`src/hw/rtl/sem_pkg.sv`:
```
// Shared types and constants for the Sobel edge magnitude unit.
// No dependencies; used by every module of the block except sem_ram.
`default_nettype none

package sem_pkg;

    localparam int CFG_W       = 12;
    localparam int CFG_IDX_W   = 1;
    localparam logic [CFG_IDX_W-1:0] REG_LINE_WIDTH   = 1'b0;
    localparam logic [CFG_IDX_W-1:0] REG_FRAME_HEIGHT = 1'b1;

    localparam int DIM_MIN     = 3;
    localparam int DIM_RESET   = 2048;

    localparam int PIX_W       = 8;
    localparam int MAG_W       = 8;
    localparam int QUEUE_DEPTH = 4;

    // floor sqrt of a 22-bit sum, one result bit per step
    localparam int SUM_W       = 22;
    localparam int ROOT_W      = SUM_W / 2;
    localparam int ROOT_STEPS  = ROOT_W;

    // 3x3 window handed from front to back; the center pixel is not needed
    typedef struct packed {
        logic [PIX_W-1:0] lt;
        logic [PIX_W-1:0] lm;
        logic [PIX_W-1:0] lb;
        logic [PIX_W-1:0] ct;
        logic [PIX_W-1:0] cb;
        logic [PIX_W-1:0] rt;
        logic [PIX_W-1:0] rm;
        logic [PIX_W-1:0] rb;
        logic             row_last;
        logic             frame_last;
    } win_t;

endpackage

`default_nettype wire

```
`src/hw/rtl/sem_fifo.sv`:
```
// Short queue of 3x3 windows between front and back.
// Uses sem_pkg for the window type and depth.
`default_nettype none

module sem_fifo (
    input  logic          aclk,
    input  logic          aresetn,
    input  logic          push,
    input  sem_pkg::win_t push_data,
    output logic          push_ready,
    input  logic          pop,
    output logic          pop_valid,
    output sem_pkg::win_t pop_data
);

    localparam int DEPTH = sem_pkg::QUEUE_DEPTH;
    localparam int PTR_W = $clog2(DEPTH);
    localparam int CNT_W = $clog2(DEPTH + 1);

    sem_pkg::win_t    entry_reg [DEPTH];
    logic [PTR_W-1:0] wr_ptr_reg;
    logic [PTR_W-1:0] rd_ptr_reg;
    logic [CNT_W-1:0] count_reg;

    assign push_ready = count_reg != CNT_W'(DEPTH);
    assign pop_valid  = count_reg != '0;
    assign pop_data   = entry_reg[rd_ptr_reg];

    always_ff @(posedge aclk) begin
        if (push) begin
            entry_reg[wr_ptr_reg] <= push_data;
        end
    end

    always_ff @(posedge aclk) begin
        if (!aresetn) begin
            wr_ptr_reg <= '0;
            rd_ptr_reg <= '0;
            count_reg  <= '0;
        end else begin
            if (push) begin
                wr_ptr_reg <= wr_ptr_reg + PTR_W'(1);
            end
            if (pop) begin
                rd_ptr_reg <= rd_ptr_reg + PTR_W'(1);
            end
            if (push && !pop) begin
                count_reg <= count_reg + CNT_W'(1);
            end else if (pop && !push) begin
                count_reg <= count_reg - CNT_W'(1);
            end
        end
    end

`ifndef SYNTHESIS
    a_no_overrun: assert property (@(posedge aclk) disable iff (!aresetn)
        (push |-> (push_ready || pop)) and (pop |-> pop_valid))
        else $error("queue overrun or underrun");
`endif

endmodule

`default_nettype wire

```
`config.mk`:
```
export PLATFORM = sky130hd
export DESIGN_NAME = sem_fifo
export DESIGN_NICKNAME = d
export VERILOG_FILES = /design/src/hw/rtl/sem_pkg.sv /design/src/hw/rtl/sem_fifo.sv
export SDC_FILE = /design/constraint.sdc
export NUM_CORES = 1
export LEC_CHECK = 0
export BUFFER_PORTS_ARGS = -buffer_cell sky130_fd_sc_hd__buf_4
export CAP_MARGIN = 20
export CORE_MARGIN = 5
export CORE_UTILIZATION = 61
export DETAILED_ROUTE_END_ITERATION = 12
export GPL_TIMING_DRIVEN = 0
export PLACE_DENSITY_LB_ADDON = 0.1
export SLEW_MARGIN = 20
export SYNTH_ARGS = -nofsm -noshare
export SYNTH_HDL_FRONTEND = slang
export SYNTH_SLANG_ARGS = --single-unit
```
`constraint.sdc`:
```
create_clock -name aclk -period 5.93 [get_ports aclk]
set_clock_uncertainty 0.05 [all_clocks]
set_input_delay 1.186 -clock aclk [delete_from_list [all_inputs] [get_ports aclk]]
set_output_delay 1.186 -clock aclk [all_outputs]
set_load 0.05 [all_outputs]
```
==> impl_metrics.json, run 1 <==
{
  "power.density_nw_per_um2": 368.7,
  "yosys-top-cells-area": "edfxtp_1 (80%), mux4_2 (15%), dfxtp_1 (1.8%)",
  "max_slew_margin_pct": 55.61,
  "rsz0062_at_grt": "false",
  "fin_crit_ns": 3.284,
  "first_iter_violations": 242,
  "antenna_cells": 0,
  "postCtsSetupBuffers": 0,
  "dp_hpwl_mm": 10.38,
  "largest_register_ffs": 264,
  "grt_pass1_vias": 4712,
  "setup_viol": 0,
  "syn_to_final_growth_pct": 22.20,
  "cts_num_sinks": 273,
  "syn_nets": 464,
  "max_stage_delay_ns": 0.36,
  "cts_buffers": 26,
  "fin_setup_tns_ns": 0,
  "tightestPinTransition_ns": 0.6659,
  "start_util_pct": 62.50,
  "fin_crit_sh_pct": 55.38,
  "place.gp.congestion": 0.7262,
  "slowest_stage": "mux4_2",
  "place_area_um2": 11350,
  "grt.overflow.total": 0,
  "synth.distinct_cells": 20,
  "grt_pass1_wl_mm": 26.14,
  "totalWireLength_mm": 17.09,
  "core_area_um2": 15940,
  "avgSynthCellArea_um2": 25.68,
  "cp-end-kind": "output pin",
  "synth_flop_cell": "edfxtp_1",
  "cp_max_fo": 10,
  "drv_cap": 0,
  "cts-root-buf": "clkbuf_16",
  "clk_path_buf_depth": 3,
  "p_leak_nw": 4.161,
  "synth.largest_area_cell": "edfxtp_1",
  "post_drt_wl_per_cell_um": 21.55,
  "port_buffers": 137,
  "status": "complete, no violations",
  "num_rows": 46,
  "crit_chain": "buf_2 > buf_2 > mux4_2 > buf_4",
  "synthTopCellsByCount": "edfxtp_1 (264), mux4_2 (66), and2_1 (9), dfxtp_1 (9)",
  "num_vias": 4454,
  "htree_levels": 1,
  "ctsHoldBuffers": 0,
  "fin_area_um2": 12180,
  "critPathRequiredTime_ns": 4.69,
  "ys_seq_area_share_pct": 81.37,
  "async_flop_share_pct": 0,
  "ctsResizeCount": 0,
  "io_pins": 138,
  "die_y_um": 137.8,
  "clk_pin_slew_ns": 0.06,
  "cp_top_family": "buffers and inverters",
  "drc": 0,
  "multi_input_area_um2": 1748,
  "detail-route-antenna-nets": 0,
  "hold_viol_final": 0,
  "drv_slew": 0,
  "synth_top_cell_area_share_pct": 79.56,
  "syn_inst": 388,
  "insertion_delay_ns": 0.51,
  "synth_warnings": 0,
  "die_area_um2": 18990,
  "antenna_found_initial": 0,
  "nNetsFinal": 633,
  "crit_path_frequent_cell": "buf_2",
  "drive_gt1_share_pct": 44.89,
  "cts_tree": "done",
  "track_usage_pct": 18.57,
  "peakVddDrop_v": 0.0002962,
  "die_w_um": 137.8,
  "synth_edf_count": 264,
  "path_buf_inv": 3,
  "firstDrtPassIters": 4,
  "grt_max_degree": 36,
  "hold_path_class": "reg -> reg",
  "synth-seq-cells": 273,
  "syn_area_um2": 9965,
  "worstSetupPathType": "reg -> out",
  "synth.most_common_cell": "edfxtp_1",
  "detail_route.vias_per_cell": 5.617,
  "clock.fmax_mhz": 304.5,
  "setup.worst_path.start_class": "register",
  "cp.arrival_ns": 2.05,
  "fillCellCount": 889,
  "regArea_um2": 8108
}
## cells in the final DEF, fill, tap and decap left out
| cell | instances |
|---|---|
| a21boi_0 | 1 |
| and2_1 | 5 |
| and2_4 | 4 |
| buf_12 | 4 |
| buf_2 | 5 |
| buf_4 | 139 |
| buf_6 | 5 |
| bufinv_16 | 1 |
| clkbuf_1 | 7 |
| clkbuf_16 | 27 |
| clkbuf_8 | 3 |
| clkinv_1 | 7 |
| clkinv_2 | 3 |
| clkinvlp_4 | 1 |
| dfxtp_1 | 9 |
| edfxtp_1 | 264 |
| fa_1 | 1 |
| ha_1 | 5 |
| inv_1 | 4 |
| inv_6 | 1 |
| mux2i_1 | 2 |
| mux4_2 | 66 |
| nand2_1 | 2 |
| nor2_1 | 1 |
| nor2b_1 | 2 |
| o21ai_0 | 1 |
| or3_1 | 2 |
| xnor2_1 | 2 |
| xor2_1 | 3 |
## layout make-up
| cell class | count | share of cell area (%) |
|---|---|---|
| Buffer | 14 | 0.8529 |
| Clock buffer | 35 | 6.042 |
| Clock inverter | 13 | 0.7193 |
| Inverter | 4 | 0.1233 |
| Multi-Input combinational cell | 97 | 14.35 |
| Sequential cell | 273 | 66.58 |
| Tap cell | 216 | 2.219 |
| Timing Repair Buffer | 141 | 9.104 |
## layer usage
| layer | GRT usage (%) | share of wire [%] | up-vias |
|---|---|---|---|
| met3 | 4.602 | 6.9 | 32 |
| li1 | - | - | 1989 |
| met1 | 24.28 | 38 | 2291 |
| met2 | 32.00 | 53 | 142 |
| met5 | 0 | 0 | - |
| met4 | 4.391 | 2.1 | 0 |
## worst paths after layout
path                     endpoint     startpoint  slack (ns)  depth (start not counted)
hold / removal       count_reg[2]   count_reg[2]        0.46                          2
setup / recovery     pop_data[19]       register        2.65                          4
setup reg to reg  entry_reg[2][6]  wr_ptr_reg[0]        4.17                          4
hold reg to reg      count_reg[2]   count_reg[2]        0.46                          2
## through the flow
stage	utilization, %	std cells	hold slack [ns]	setup slack [ns]	total power [W]
2_1_floorplan	-	388	0.4224	2.712	0.002754
3_3_place_gp	70.65	741	0.4366	1.361	0.002969
3_5_place_dp	71.21	745	0.4527	3.127	0.002983
4_1_cts	76.38	793	0.4618	2.572	0.004537
5_1_grt	76.38	793	0.5034	2.522	0.004653
6_report	76.38	793	0.4604	2.646	0.004490
## power by group
group	leakage (nW)	internal (W)	switching (W)	total [W]
Combinational	1.26	0.000253	0.000443	0.000696
Clock	0.402	0.000911	0.000644	0.00155
Sequential	2.50	0.00221	0.0000245	0.00224
Total	4.16	0.00338	0.00111	0.00449
## cell families (layout without fill, tap and decap cells)
family | Yosys count | in the layout | synth area share, %
mux | 68 | 68 | 15.12
compound gates | 2 | 2 | 0.1255
simple gates | 16 | 16 | 0.9291
buf+inv | 18 | 207 | 1.193
flops | 273 | 273 | 81.37
fa+ha+maj | 6 | 6 | 0.8287
xor+xnor | 5 | 5 | 0.4396
## worst register-to-register path, stage by stage, from the launching register on
cell     delay (ns)
dfxtp_1        0.35
inv_1          0.09
ha_1           0.14
and2_4         0.48
buf_12         0.32
No activity file was read; power rests on OpenSTA's default activity.
==> run 2: changes to the inputs <==
CORE_UTILIZATION = 51   (was 61)
clock period = 3 ns   (was 5.93 ns; I/O delays follow)
==> impl_metrics.json, run 2 (synthesis gave the netlist of run 1 again) <==
{
  "status": "complete, no violations",
  "rsz0062_at_grt": "false",
  "core_area_um2": 19330,
  "num_rows": 51,
  "hold_viol_final": 0,
  "htree_levels": 1,
  "max_slew_margin_pct": 54.56,
  "place_area_um2": 11410,
  "place.gp.congestion": 0.6802,
  "clk_path_buf_depth": 3,
  "fin_ws_ns": 0.3001,
  "worstSetupPathType": "reg -> out",
  "fin_setup_tns_ns": 0,
  "ctsHoldBuffers": 0,
  "grt.overflow.total": 0,
  "track_usage_pct": 15.71,
  "port_buffers": 137,
  "mostFrequentLayoutCells": "edfxtp_1 (264), buf_4 (139), mux4_2 (66), clkbuf_16 (27), dfxtp_1 (9)",
  "ctsResizeCount": 0,
  "start_util_pct": 51.54,
  "detail_route.vias_per_cell": 5.262,
  "cp_max_fo": 10,
  "fillCellCount": 1344,
  "antenna_cells": 0,
  "firstDrtPassIters": 4,
  "clock.fmax_mhz": 370.4,
  "num_vias": 4420,
  "drv_slew": 0,
  "hold_path_class": "in -> reg",
  "drive_gt1_share_pct": 44.35,
  "nNetsFinal": 634,
  "grt_pass1_vias": 4800,
  "crit_chain": "buf_6 > buf_6 > mux4_2 > buf_4",
  "tightestPinTransition_ns": 0.6816,
  "cts_buffers": 27,
  "largest_register_ffs": 264,
  "power_w": 0.008852,
  "clk_pin_slew_ns": 0.06,
  "first_iter_violations": 197,
  "cts_num_sinks": 273,
  "drc": 0,
  "final_util_pct": 63.19,
  "totalWireLength_mm": 17.22,
  "p_leak_nw": 4.151,
  "multi_input_area_um2": 1748,
  "cp-end-kind": "output pin",
  "slowest_stage": "mux4_2",
  "cp_top_family": "buffers and inverters",
  "critPathRequiredTime_ns": 2.35,
  "postCtsSetupBuffers": 0,
  "fin_crit_ns": 2.700,
  "io_pins": 138,
  "detail-route-antenna-nets": 0,
  "die_y_um": 149.8,
  "cts-root-buf": "clkbuf_16",
  "place_ws_ns": 0.7902,
  "drv_cap": 0,
  "dp_hpwl_mm": 10.34,
  "grt_max_degree": 36,
  "r2r_setup_slack_ns": 1.23,
  "cts_tree": "done",
  "setup_viol": 0,
  "max_stage_delay_ns": 0.54,
  "syn_to_final_growth_pct": 22.61,
  "cp.arrival_ns": 2.05,
  "crit_path_frequent_cell": "buf_6",
  "antenna_found_initial": 0,
  "fin_crit_sh_pct": 90.00,
  "power.density_nw_per_um2": 724.5,
  "post_drt_wl_per_cell_um": 20.50,
  "setup.worst_path.start_class": "register",
  "die_w_um": 149.8,
  "layout_commonest_cell": "edfxtp_1",
  "insertion_delay_ns": 0.51,
  "die_area_um2": 22430,
  "fin_area_um2": 12220,
  "grt_pass1_wl_mm": 26.58,
  "regArea_um2": 8108,
  "path_buf_inv": 3,
  "peakVddDrop_v": 0.0004250
}
run 2: cell count changes in the layout (fill, tap and decap cells not counted), sizes merged:
cell / previous run / this run
clkbuf: 37 / 35
bufinv: 1 / 2
inv: 5 / 4
clkinv: 10 / 11
clkinvlp: 1 / 0
run 2: cell type report:
| class | count | share of cell area (%) |
|---|---|---|
| flip-flops and latches | 273 | 66.36 |
| well taps | 265 | 2.714 |
| multi-input cells | 97 | 14.31 |
| clock inverters | 13 | 0.8602 |
| clock buffers | 33 | 5.714 |
| inverters | 4 | 0.1229 |
| repair buffers | 141 | 9.073 |
| plain buffers | 14 | 0.8500 |
run 2: final timing paths:
check	startpoint	endpoint	cells past startpoint
max	register	pop_data[12]	4
min	push_data[58]	entry_reg[0][58]	1
max reg2reg	wr_ptr_reg[0]	entry_reg[0][17]	4
min reg2reg	count_reg[2]	count_reg[2]	2
run 2: per-layer routing:
metal / wire length (um) / vias up / track usage (%)
met5: 0 / - / 0
met4: 294 / 0 / 4.254
met3: 1087 / 23 / 3.755
met2: 8650 / 116 / 26.11
met1: 7190 / 2294 / 21.22
li1: - / 1987 / -
run 2: through the flow:
step	cells	hold slack, ns
global route	840	0.2088
global placement	790	0.4399
finish	840	0.2362
floorplan	388	0.4224
CTS	840	0.2094
detailed placement	794	0.5176
run 2: power by group:
| part | switching [W] | total [W] | internal (W) |
|---|---|---|---|
| Clock | 0.00125 | 0.00305 | 0.00180 |
| Combinational | 0.000876 | 0.00137 | 0.000499 |
| Sequential | 0.0000454 | 0.00442 | 0.00438 |
| Total | 0.00217 | 0.00885 | 0.00668 |
==> run 3: changes to the inputs <==
CORE_MARGIN = 4   (was 5)
CTS_BUF_LIST = sky130_fd_sc_hd__clkbuf_16   (was unset)
==> impl_metrics.json, run 3 (synthesis gave the netlist of run 1 again) <==
{
  "status": "complete, no violations",
  "syn_to_final_growth_pct": 22.45,
  "fillCellCount": 1273,
  "crit_chain": "buf_2 > buf_2 > mux4_2 > buf_4",
  "start_util_pct": 52.57,
  "grt_max_degree": 43,
  "fin_crit_ns": 2.714,
  "cts-root-buf": "clkbuf_16",
  "first_iter_violations": 214,
  "port_buffers": 137,
  "cts_tree": "done",
  "io_pins": 138,
  "clk_pin_slew_ns": 0.06,
  "detail_route.vias_per_cell": 5.318,
  "max_stage_delay_ns": 0.37,
  "wl_met1_mm": 6.935,
  "place_ws_ns": 0.7993,
  "insertion_delay_ns": 0.51,
  "ctsResizeCount": 0,
  "antenna_found_initial": 0,
  "setup.worst_path.start_class": "register",
  "drive_gt1_share_pct": 44.02,
  "drc": 0,
  "whs_path_depth": 1,
  "min_from": "push_data[5]",
  "largest_register_ffs": 264,
  "setup_viol": 0,
  "firstDrtPassIters": 4,
  "fin_ws_ns": 0.2862,
  "worst_r2r_path_depth": 3,
  "totalWireLength_mm": 17.13,
  "cts_buffers": 27,
  "crit_path_frequent_cell": "buf_2",
  "drv_cap": 0,
  "antenna_cells": 0,
  "htree_levels": 1,
  "track_usage_pct": 15.91,
  "clock.fmax_mhz": 368.5,
  "highest_layer": "met4",
  "cts_num_sinks": 273,
  "p_leak_nw": 4.185,
  "final_util_pct": 64.37,
  "num_vias": 4451,
  "final_cell_count_no_fill": 837,
  "wl_met2_mm": 8.943,
  "critPathRequiredTime_ns": 2.35,
  "die_w_um": 147.8,
  "num_rows": 50,
  "detail-route-antenna-nets": 0,
  "worstSetupPathType": "reg -> out",
  "post_drt_wl_per_cell_um": 20.47,
  "max_slew_margin_pct": 55.03,
  "layout_commonest_cell": "edfxtp_1",
  "power.density_nw_per_um2": 710.8,
  "mostFrequentLayoutCells": "edfxtp_1 (264), buf_4 (139), mux4_2 (66), clkbuf_16 (27), inv_1 (14)",
  "cp_max_fo": 10,
  "cp_top_family": "buffers and inverters",
  "cp.arrival_ns": 2.06,
  "rsz0062_at_grt": "false",
  "dpl.cell_count": 789,
  "grt_pass1_wl_mm": 26.74,
  "r2r-end": "entry_reg[3][31]",
  "slowest_stage": "mux4_2",
  "dr_wl_met3_mm": 1.001,
  "hold_viol_final": 0,
  "core_area_um2": 18960,
  "min_to": "entry_reg[1][5]",
  "drv_slew": 0,
  "rr_startpoint": "wr_ptr_reg[0]",
  "grt_pass1_vias": 4904,
  "nNetsFinal": 634,
  "dp_hpwl_mm": 10.62,
  "cp-end-kind": "output pin",
  "clk_path_buf_depth": 3,
  "hold_path_class": "in -> reg",
  "grt.overflow.total": 0,
  "peakVddDrop_v": 0.0004556,
  "postCtsSetupBuffers": 0,
  "tightestPinTransition_ns": 0.6745,
  "path_buf_inv": 3,
  "die_area_um2": 21840,
  "ctsHoldBuffers": 0,
  "fin_crit_sh_pct": 90.46,
  "die_y_um": 147.8,
  "place.gp.congestion": 0.7339,
  "r2r_setup_slack_ns": 1.24
}
-- run 3: stage by stage --
stage	hold slack, ns	area (um^2)	power, W	setup TNS [ns]
after floorplan	0.4224	9965	0.005444	0
after global placement	0.4382	11320	0.005878	-277.51
after detailed placement	0.4770	11440	0.005908	0
after CTS	0.2127	12200	0.008798	0
after global routing	0.2154	12200	0.009043	0
final	0.2348	12200	0.008673	0
-- run 3: worst reg2reg max path, cell delays in order, from the launching register on --
cell     delay (ns)
dfxtp_1        0.40
ha_1           0.18
and2_4         0.50
buf_16         0.30
-- run 3: per-layer routing --
metal  vias to the layer above  global-route usage (%)
met3                        22                   3.587
met4                         0                   3.588
met1                      2313                   20.90
li1                       1996                       -
met2                       120                   27.58
met5                         -                       0
-- run 3: report_power, final --
group	switching, W	internal (W)	total (W)	leakage, nW
sequential	0.0000452	0.00438	0.00442	2.50
combinational	0.000876	0.000504	0.00138	1.27
clock	0.00125	0.00162	0.00287	0.413
-- run 3: final cells by class --
type                       count  area [um^2]  area share, %
sequential                   273         8108          66.45
tap                          260        325.3          2.666
clock buffer                  27        675.6          5.537
timing repair buffer         141         1139          9.331
clock inverter                21        87.58         0.7178
multi-input combinational     97         1748          14.33
inverter                       4        15.01         0.1231
buffer                        14        103.9         0.8511
-- run 3: worst max-delay path by stage --
stage                        start          endpoint  slack, ns  cells past startpoint
after global routing      register      pop_data[35]       0.17                      4
after floorplan               push   entry_reg[0][0]       0.37                      1
after global placement        push  entry_reg[3][29]      -1.06                      2
after detailed placement  register      pop_data[35]       0.80                      4
final                     register      pop_data[35]       0.29                      4
after CTS                 register      pop_data[35]       0.24                      4
