[src/hw/rtl/sem_pkg.sv]
// Shared types and constants for the Sobel edge magnitude unit.
// No dependencies; used by every module of the block except sem_ram.
`default_nettype none

package sem_pkg;

    localparam int CFG_W       = 12;
    localparam int CFG_IDX_W   = 1;
    localparam logic [CFG_IDX_W-1:0] REG_LINE_WIDTH   = 1'b0;
    localparam logic [CFG_IDX_W-1:0] REG_FRAME_HEIGHT = 1'b1;

    localparam int DIM_MIN     = 3;
    localparam int DIM_RESET   = 2048;

    localparam int PIX_W       = 8;
    localparam int MAG_W       = 8;
    localparam int QUEUE_DEPTH = 4;

    // floor sqrt of a 22-bit sum, one result bit per step
    localparam int SUM_W       = 22;
    localparam int ROOT_W      = SUM_W / 2;
    localparam int ROOT_STEPS  = ROOT_W;

    // 3x3 window handed from front to back; the center pixel is not needed
    typedef struct packed {
        logic [PIX_W-1:0] lt;
        logic [PIX_W-1:0] lm;
        logic [PIX_W-1:0] lb;
        logic [PIX_W-1:0] ct;
        logic [PIX_W-1:0] cb;
        logic [PIX_W-1:0] rt;
        logic [PIX_W-1:0] rm;
        logic [PIX_W-1:0] rb;
        logic             row_last;
        logic             frame_last;
    } win_t;

endpackage

`default_nettype wire

[src/hw/rtl/sem_back.sv]
// Back end: Sobel gradients, squares and an iterative integer square root.
// Uses sem_pkg; pops windows from the queue, drives the result register.
`default_nettype none

module sem_back (
    input  logic                      aclk,
    input  logic                      aresetn,
    input  logic                      pop_valid,
    input  sem_pkg::win_t             pop_data,
    output logic                      pop,
    output logic                      m_tvalid,
    input  logic                      m_tready,
    output logic [sem_pkg::MAG_W-1:0] m_magnitude,
    output logic                      m_row_last,
    output logic                      m_frame_last
);

    localparam int SW = sem_pkg::SUM_W;
    localparam int RTW = sem_pkg::ROOT_W;
    localparam int REMW = RTW + 3;
    localparam int STW = $clog2(sem_pkg::ROOT_STEPS);

    localparam logic [1:0] ST_IDLE   = 2'd0;
    localparam logic [1:0] ST_SQUARE = 2'd1;
    localparam logic [1:0] ST_ROOT   = 2'd2;
    localparam logic [1:0] ST_DONE   = 2'd3;

    logic [1:0]        state_reg;
    logic [1:0]        state_next;
    logic [9:0]        abs_x_reg;
    logic [9:0]        abs_y_reg;
    logic [SW-1:0]     rad_reg;
    logic [REMW-1:0]   rem_reg;
    logic [RTW-1:0]    root_reg;
    logic [STW-1:0]    step_reg;
    logic              rl_reg;
    logic              fl_reg;
    logic              out_valid_reg;
    logic [7:0]        out_mag_reg;
    logic              out_rl_reg;
    logic              out_fl_reg;

    logic [9:0]        sum_xr;
    logic [9:0]        sum_xl;
    logic [9:0]        sum_yb;
    logic [9:0]        sum_yt;
    logic signed [10:0] gx;
    logic signed [10:0] gy;
    logic [10:0]       gx_mag;
    logic [10:0]       gy_mag;
    logic [19:0]       sq_x;
    logic [19:0]       sq_y;
    logic [REMW-1:0]   rem_try;
    logic [REMW-1:0]   trial;
    logic              fits;
    logic              load_out;
    logic [7:0]        mag_sat;

    // gradients of the popped window
    assign sum_xr = 10'(pop_data.rt) + {1'b0, pop_data.rm, 1'b0} + 10'(pop_data.rb);
    assign sum_xl = 10'(pop_data.lt) + {1'b0, pop_data.lm, 1'b0} + 10'(pop_data.lb);
    assign sum_yb = 10'(pop_data.lb) + {1'b0, pop_data.cb, 1'b0} + 10'(pop_data.rb);
    assign sum_yt = 10'(pop_data.lt) + {1'b0, pop_data.ct, 1'b0} + 10'(pop_data.rt);
    assign gx     = signed'({1'b0, sum_xr}) - signed'({1'b0, sum_xl});
    assign gy     = signed'({1'b0, sum_yb}) - signed'({1'b0, sum_yt});
    assign gx_mag = gx[10] ? 11'(-gx) : 11'(gx);
    assign gy_mag = gy[10] ? 11'(-gy) : 11'(gy);

    assign sq_x = 20'(abs_x_reg) * 20'(abs_x_reg);
    assign sq_y = 20'(abs_y_reg) * 20'(abs_y_reg);

    // one root bit per step
    assign rem_try = {rem_reg[REMW-3:0], rad_reg[SW-1:SW-2]};
    assign trial   = REMW'({root_reg, 2'b01});
    assign fits    = rem_try >= trial;

    assign mag_sat  = (root_reg[RTW-1:1] > (RTW-1)'(255)) ? 8'hFF : root_reg[8:1];
    assign load_out = (state_reg == ST_DONE) && (!out_valid_reg || m_tready);
    assign pop      = (state_reg == ST_IDLE) && pop_valid;

    always_comb begin
        state_next = state_reg;
        unique case (state_reg)
            ST_IDLE: begin
                if (pop_valid) begin
                    state_next = ST_SQUARE;
                end
            end
            ST_SQUARE: begin
                state_next = ST_ROOT;
            end
            ST_ROOT: begin
                if (step_reg == STW'(sem_pkg::ROOT_STEPS - 1)) begin
                    state_next = ST_DONE;
                end
            end
            ST_DONE: begin
                if (load_out) begin
                    state_next = ST_IDLE;
                end
            end
            default: begin
                state_next = ST_IDLE;
            end
        endcase
    end

    always_ff @(posedge aclk) begin
        if (!aresetn) begin
            state_reg     <= ST_IDLE;
            out_valid_reg <= 1'b0;
        end else begin
            state_reg <= state_next;
            if (load_out) begin
                out_valid_reg <= 1'b1;
            end else if (m_tready) begin
                out_valid_reg <= 1'b0;
            end
        end
    end

    always_ff @(posedge aclk) begin
        if (pop) begin
            abs_x_reg <= gx_mag[9:0];
            abs_y_reg <= gy_mag[9:0];
            rl_reg    <= pop_data.row_last;
            fl_reg    <= pop_data.frame_last;
        end
        if (state_reg == ST_SQUARE) begin
            rad_reg  <= SW'(sq_x) + SW'(sq_y);
            rem_reg  <= '0;
            root_reg <= '0;
            step_reg <= '0;
        end else if (state_reg == ST_ROOT) begin
            rad_reg  <= {rad_reg[SW-3:0], 2'b00};
            rem_reg  <= fits ? (rem_try - trial) : rem_try;
            root_reg <= {root_reg[RTW-2:0], fits};
            step_reg <= step_reg + STW'(1);
        end
        if (load_out) begin
            out_mag_reg <= mag_sat;
            out_rl_reg  <= rl_reg;
            out_fl_reg  <= fl_reg;
        end
    end

    assign m_tvalid     = out_valid_reg;
    assign m_magnitude  = out_mag_reg;
    assign m_row_last   = out_rl_reg;
    assign m_frame_last = out_fl_reg;

`ifndef SYNTHESIS
    a_step_bound: assert property (@(posedge aclk) disable iff (!aresetn)
        (state_reg == ST_ROOT) |-> (step_reg < STW'(sem_pkg::ROOT_STEPS)))
        else $error("root step count out of range");

    a_done_wait: assert property (@(posedge aclk) disable iff (!aresetn)
        (state_reg == ST_DONE && out_valid_reg && !m_tready) |=> (state_reg == ST_DONE))
        else $error("result dropped while output register busy");
`endif

endmodule

`default_nettype wire
[config.mk]
export PLATFORM = sky130hd
export DESIGN_NAME = sem_back
export DESIGN_NICKNAME = d
export VERILOG_FILES = /design/src/hw/rtl/sem_pkg.sv /design/src/hw/rtl/sem_back.sv
export SDC_FILE = /design/constraint.sdc
export NUM_CORES = 1
export LEC_CHECK = 0
export BUFFER_PORTS_ARGS = -buffer_cell sky130_fd_sc_hd__buf_2
export CAP_MARGIN = 30
export CORE_ASPECT_RATIO = 1.4
export CORE_UTILIZATION = 50
export DETAILED_ROUTE_END_ITERATION = 16
export PLACE_DENSITY = 0.73
export REMOVE_ABC_BUFFERS = 1
export SLEW_MARGIN = 10
export SYNTH_ARGS = -nofsm -noshare
export SYNTH_HDL_FRONTEND = slang
export SYNTH_SLANG_ARGS = --single-unit
[constraint.sdc]
create_clock -name aclk -period 5.7 [get_ports aclk]
set_input_delay 0.285 -clock aclk [delete_from_list [all_inputs] [get_ports aclk]]
set_output_delay 0.285 -clock aclk [all_outputs]
set_load 0.01 [all_outputs]
==> summary.txt, run 1 <==
Outcome
  – Status: finished with violations
  – Failing checks: setup timing

Floorplan
  – Chip Height: 185.6 um
  – Row count: 66
  – I/O pin total: 82
  – Core Footprint: 23450 um^2
  – Die ar.: 24700 um^2
  – Die Span X: 133.1 um
  – Initial Utilization: 0.5131

Setup path
  – Crit-path cells: buf_6 > buf_4 > fa_1 > fa_1 > inv_1 > fa_1 > inv_2 > fa_1 > fa_1 > fa_1 > ha_4 > ha_4 > a21o_1 > a211oi_2 > o22ai_1 > o21bai_4 > a221oi_2 > xnor2_1 > mux2_4
  – Cell mode on critical path: fa_1
  – Critical path endpoint category: flop
  – CP Class: reg -> reg
  – Critical Path Max Stage Delay: 0.56 ns
  – Reg2Reg Setup Slack: -0.30 ns
  – Slowest-stage cell, CP: fa_1
  – CP max FO: 5
  – CP Launch Type: flop
  – WP data arrival: 6.10 ns
  – Critical path required time: 5.80 ns

Global routing
  – Overflow after GRT: 0
  – Initial antenna violation count: 0
  – GR Util All Layers: 0.2223
  – Vias in the first global route: 9770
  – First-pass GRT wire length: 43.34 mm
  – Largest net degree at the start of global routing: 56

Logic synthesis
  – Post-Syn Instances: 1208
  – Syn Area/Cell: 9.961 um^2
  – Post-synthesis sequential area ratio: 0.1847
  – Cell variety after synth: 60
  – Primary FF master, synth: edfxtp_1
  – Cell Area, Synth: 12030 um^2
  – Post-synth EDFFs: 54
  – Synth async-reset ratio: 0
  – Yosys reg bits: 84
  – Ys Warns: 0

Final layout
  – Antenna cells: 0
  – Final net count: 1787
  – Flip-flop count of the largest register after layout: 22
  – Layout area overhead: 20.03%
  – Fill count: 1907
  – Layout cells sized above 1: 0.2294

Timing
  – Sum Neg Setup Slack: -1.755 ns
  – Worst setup margin: -0.2970 ns
  – F_max: 166.7 MHz
  – Worst Max-Slew Pin Slew: 0.9172 ns
  – Fin crit share: 1.052
  – Final Hold Violating Endpoints: 0
  – Final Max Tran Viols: 0
  – Setup-failing EPs final: 11
  – RSZ-0062 raised after global routing: yes
  – Fin crit period: 5.997 ns
  – Rel. slew slack: 0.3873
  – Worst Clk Skew: 0.01146 ns

Place
  – DPL Wire Length: 21.46 mm
  – Port buffer count: 81
  – Gpl congestion: 0.8927

Routing
  – Detailed Routing Iterations Pass 1: 4
  – Via count: 8829
  – Post-route ant nets: 0
  – DR WL/cell: 15.15 um
  – Drt total wl: 25.83 mm
  – DRC: 0
  – DRT iter0 DRCs: 383
  – Vias/cell: 5.178

CTS
  – Clock root buffer: clkbuf_16
  – # H-tree levels: 3
  – Insertion delay to the later sink of the worst-skew pair: 0.35 ns
  – CTS tree: built
  – Clock buffer depth: 2
  – Clock-pin slew on the worst setup and hold paths: 0.07 ns
  – Clock sinks: 84
  – Total CTS buffers: 9

Hold path
  – Min-Delay Path Class: in -> reg

Flow run
  – Number of max-cap violations: 0
timing repair:
item,4_1_cts,5_1_grt
resized for setup,60,49
pin swaps,63,28
hold buffers,0,0
buffers inserted,19,3
setup endpoints to repair,13,13
cells by family after synthesis:
logic type / count (synthesis) / synth area share
DFF: 84 / 0.1847
xor gates and xnor gates: 59 / 0.04294
AOI/OAI and AO/OA: 140 / 0.08204
and+or+nand+nor: 262 / 0.1065
muxes: 36 / 0.03182
buffers and inverters: 304 / 0.09639
adders and majority gates: 323 / 0.4557
layout make-up:
cell class,count,area [um^2],area share
multi-input cells,820,9082,0.6289
flip-flops and latches,84,2222,0.1539
repair buffers,209,1443,0.09989
inverters,270,1013,0.07017
well taps,306,382.9,0.02651
clock buffers,9,225.2,0.01559
clock inverters,7,73.82,0.005111
path summary, 6_finish.rpt:
check	startpoint	endpoint	cells after the start
max reg2reg	abs_y_reg[6]$_DFFE_PP_	rad_reg[19]$_DFFE_PP_	19
min reg2reg	fl_reg$_DFFE_PP_	m_frame_last$_DFFE_PP_	0
max	abs_y_reg[6]$_DFFE_PP_	rad_reg[19]$_DFFE_PP_	19
min	pop_data[1]	rl_reg$_DFFE_PP_	1
synth_stat cells (3+ instances only):
master      n  area (um^2)
or4_1       3        22.52
and3_1      5        31.28
a21o_1     21        157.7
edfxtp_1   54         1622
clkbuf_1   26        97.59
a211oi_1   17        127.6
nand3_1    19        95.09
ha_1      131         1639
xnor2_1    41        359.1
a21oi_1    27        135.1
nor2_1     77        289.0
o21bai_1    4        30.03
nand2b_1    6        37.54
mux2_2     14        157.7
and2_1     49        306.5
a31o_2      6        52.55
nand2_1    61        229.0
nor3_1      7        35.03
clkinv_1    3        11.26
o311ai_0    4        35.03
o21ai_0    16        80.08
fa_1      192         3844
xor2_1     18        157.7
nor2b_1    16        100.1
mux2i_1    21        210.2
inv_1     267         1002
a31oi_1     8        50.05
o31ai_1    10        75.07
dfxtp_1    30        600.6
buf_1       5        18.77
nand3b_1    5        37.54
o21a_1      7        52.55
nand4_1     3        18.77
layout by cell type (no fill, tap or decap), types with 4 or more instances in the layout:
cell,n
a31oi_1,5
fa_1,188
mux2_2,11
o21a_1,6
inv_1,253
ha_1,118
and3_1,4
a21o_1,21
xnor2_1,40
buf_6,15
inv_2,14
o21ai_0,11
fa_2,4
nor3_1,7
nand3b_1,5
edfxtp_1,54
mux2_4,4
a211oi_1,13
mux2i_1,21
a211oi_2,5
buf_4,112
nand3_1,18
nand2_1,54
nand2_2,5
a31o_2,6
xor2_1,18
nor2b_1,16
clkbuf_16,9
o31ai_1,9
nand2b_1,5
dfxtp_1,30
ha_4,10
a21oi_1,22
and2_1,47
nor2_1,74
buf_2,81
layer usage:
layer | up-vias | track usage | part of all wire
li1 | 4213 | - | -
met1 | 4377 | 0.2409 | 0.39
met2 | 172 | 0.4251 | 0.54
met3 | 67 | 0.02260 | 0.024
met4 | 0 | 0.1173 | 0.049
met5 | - | 0 | 0
worst max-delay path, delay by kind of cell (launching register included):
family | cells | cell delay (ns)
adders and majority gates | 8 | 3.52
AOI/OAI and AO/OA | 5 | 0.97
DFF | 1 | 0.46
buffers and inverters | 4 | 0.43
muxes | 1 | 0.27
xor gates and xnor gates | 1 | 0.10
per-stage QoR:
stage	setup slack (ns)	utilization	hold WS, ns	cell area, um^2	cells
finish	-0.2970	0.6158	0.09866	14440	1705
global route	-0.4682	0.6158	0.09457	14440	1705
CTS	-0.2468	0.6052	0.08303	14190	1701
detailed placement	-0.5936	0.5742	0.4115	13470	1666
global placement	-0.4328	0.5742	0.4027	13470	1666
floorplan	-0.4505	-	0.3839	11890	1174
Power of run 1 is left out: the tool's default activity adds up to more than one toggle a clock period on the data nets, which glitch-free logic cannot reach.
==> inputs of run 2 (changes only) <==
--- a/config.mk
+++ b/config.mk
@@ -5,11 +5,13 @@
 export SDC_FILE = /design/constraint.sdc
 export NUM_CORES = 1
 export LEC_CHECK = 0
+export ABC_AREA = 0
 export BUFFER_PORTS_ARGS = -buffer_cell sky130_fd_sc_hd__buf_2
 export CAP_MARGIN = 30
 export CORE_ASPECT_RATIO = 1.4
 export CORE_UTILIZATION = 50
 export DETAILED_ROUTE_END_ITERATION = 16
+export GPL_TIMING_DRIVEN = 0
 export PLACE_DENSITY = 0.73
 export REMOVE_ABC_BUFFERS = 1
 export SLEW_MARGIN = 10
==> run 2 against run 1 <==
The run still ends with setup timing left. Critical endpoint is now rad_reg[13]$_DFFE_PP_. Highest routed layer unchanged. Count of clock-buffer cells in the layout rose by 2. Die area did not move. Sequential share of layout area rose by 0.14 points.
==> summary.txt, run 2 (synthesis results as in run 1) <==
Timing
  – Fin crit share: 1.091
  – Final Max Tran Viols: 0
  – Fin crit period: 6.221 ns
  – RSZ-0062 raised after global routing: yes
  – Rel. slew slack: 0.4747
  – Final Hold Violating Endpoints: 0
  – Worst Clk Skew: 0.01064 ns
  – Worst Max-Slew Pin Slew: 0.7864 ns
  – F_max: 160.8 MHz
  – Sum Neg Setup Slack: -3.978 ns
  – Setup-failing EPs final: 13
  – Worst setup margin: -0.5207 ns
  – Hold slack: 0.1096 ns

Setup path
  – Critical path endpoint category: flop
  – Worst r2r src: abs_x_reg[7]$_DFFE_PP_
  – Crit-path cells: nand2_2 > inv_1 > fa_2 > ha_1 > fa_1 > fa_1 > fa_1 > fa_1 > inv_2 > fa_1 > inv_2 > ha_4 > a211oi_2 > o211ai_1 > buf_4 > a31oi_4 > nor2b_1 > nor2_1 > xnor2_1 > mux2_4
  – Slowest-stage cell, CP: fa_2
  – Critical Path Max Stage Delay: 0.58 ns
  – CP Class: reg -> reg
  – Reg2Reg Setup Slack: -0.52 ns
  – R2R cell count: 20
  – WP data arrival: 6.32 ns
  – Critical path required time: 5.80 ns
  – Reg2reg end: rad_reg[13]$_DFFE_PP_
  – Cell mode on critical path: fa_1
  – CP max FO: 7
  – CP Launch Type: flop

Global routing
  – Vias in the first global route: 9575
  – GR Util All Layers: 0.2243
  – Initial antenna violation count: 0
  – Largest net degree at the start of global routing: 38
  – First-pass GRT wire length: 44.02 mm
  – Overflow after GRT: 0

Outcome
  – Status: finished with violations
  – Failing checks: setup timing

Final layout
  – Multi-input gate area: 9233 um^2
  – Final non-filler cell total: 1658
  – Layout cells sized above 1: 0.2249
  – Flip-flop count of the largest register after layout: 22
  – Antenna cells: 0
  – Layout area overhead: 18.96%
  – Register Area: 2222 um^2
  – Most used cells in the layout excluding fill and tap cells: inv_1 (251), fa_1 (186), ha_1 (113)
  – Commonest non-fill, non-tap cell in the layout: inv_1
  – Fill count: 1832
  – Final net count: 1740

Routing
  – Detailed Routing Iterations Pass 1: 6
  – Drt total wl: 26.67 mm
  – DRT iter0 DRCs: 307
  – Post-route ant nets: 0
  – DRC: 0
  – DR WL/cell: 16.09 um
  – Via count: 8749
  – Vias/cell: 5.277

CTS
  – Total CTS buffers: 9
  – Clock-pin slew on the worst setup and hold paths: 0.07 ns
  – Clock sinks: 84
  – CTS tree: built
  – # H-tree levels: 3
  – Clock root buffer: clkbuf_16
  – Hold Buf Count CTS: 0
  – Insertion delay to the later sink of the worst-skew pair: 0.35 ns
  – Clock buffer depth: 2

Place
  – Gpl congestion: 0.8458
  – Port buffer count: 81
  – Placed Cells: 1564
  – DPL Wire Length: 19.46 mm

Hold path
  – Hold Crit Endpoint: fl_reg$_DFFE_PP_
  – Worst Hold Depth: 1
  – Worst hold start: pop_data[0]
  – Min-Delay Path Class: in -> reg

Floorplan
  – Chip Height: 185.6 um
  – I/O pin total: 82
  – Core Footprint: 23450 um^2
  – Die Span X: 133.1 um
  – Row count: 66
  – Initial Utilization: 0.5131
  – Die ar.: 24700 um^2

Flow run
  – Number of max-cap violations: 0
run 2: repair_timing:
action / CTS / global route
setup buffers: 59 / 18
setup endpoints to repair: 13 / 13
pin swaps: 74 / 29
resized for setup: 106 / 51
run 2: how the worst max path moves through the flow:
stage / from / endpoint / slack, ns / cells past startpoint
floorplan: abs_x_reg[2]$_DFFE_PP_ / rad_reg[19]$_DFFE_PP_ / -0.45 / 21
global placement: abs_x_reg[2]$_DFFE_PP_ / rad_reg[15]$_DFFE_PP_ / -1.09 / 20
detailed placement: abs_x_reg[2]$_DFFE_PP_ / rad_reg[15]$_DFFE_PP_ / -1.16 / 20
CTS: abs_x_reg[7]$_DFFE_PP_ / rad_reg[19]$_DFFE_PP_ / -0.36 / 20
global route: abs_x_reg[7]$_DFFE_PP_ / rad_reg[19]$_DFFE_PP_ / -0.74 / 20
finish: abs_x_reg[7]$_DFFE_PP_ / rad_reg[13]$_DFFE_PP_ / -0.52 / 20
run 2: critical path, delay by kind of cell, from the launching register on:
family	cells	cell delay, ns
compound gates	3	0.58
xor+xnor	1	0.13
fa+ha+maj	8	3.62
buf+inv	4	0.40
flops	1	0.57
mux	1	0.28
simple gates	3	0.41
run 2: layout make-up:
cell class / count / share of cell area
Inverter: 270 / 0.07098
Clock inverter: 5 / 0.002535
Sequential cell: 84 / 0.1552
Tap cell: 306 / 0.02675
Timing Repair Buffer: 162 / 0.08024
Multi-Input combinational cell: 820 / 0.6450
Clock buffer: 11 / 0.01923
run 2: per-stage QoR:
| step | util | instance area [um^2] | setup WS (ns) |
|---|---|---|---|
| global placement | 0.5404 | 12670 | -1.093 |
| floorplan | - | 11890 | -0.4505 |
| global route | 0.6103 | 14310 | -0.7359 |
| detailed placement | 0.5430 | 12730 | -1.165 |
| finish | 0.6103 | 14310 | -0.5207 |
| CTS | 0.5945 | 13940 | -0.3601 |
run 2: routing by layer:
layer  up-vias  GRT usage  part of all wire
met5         -          0                 0
met4         0    0.08727             0.036
met3        78    0.01988             0.027
met2       207     0.4423              0.55
met1      4333     0.2458              0.38
li1       4131          -                 -
Power of run 2 is left out for the same reason.
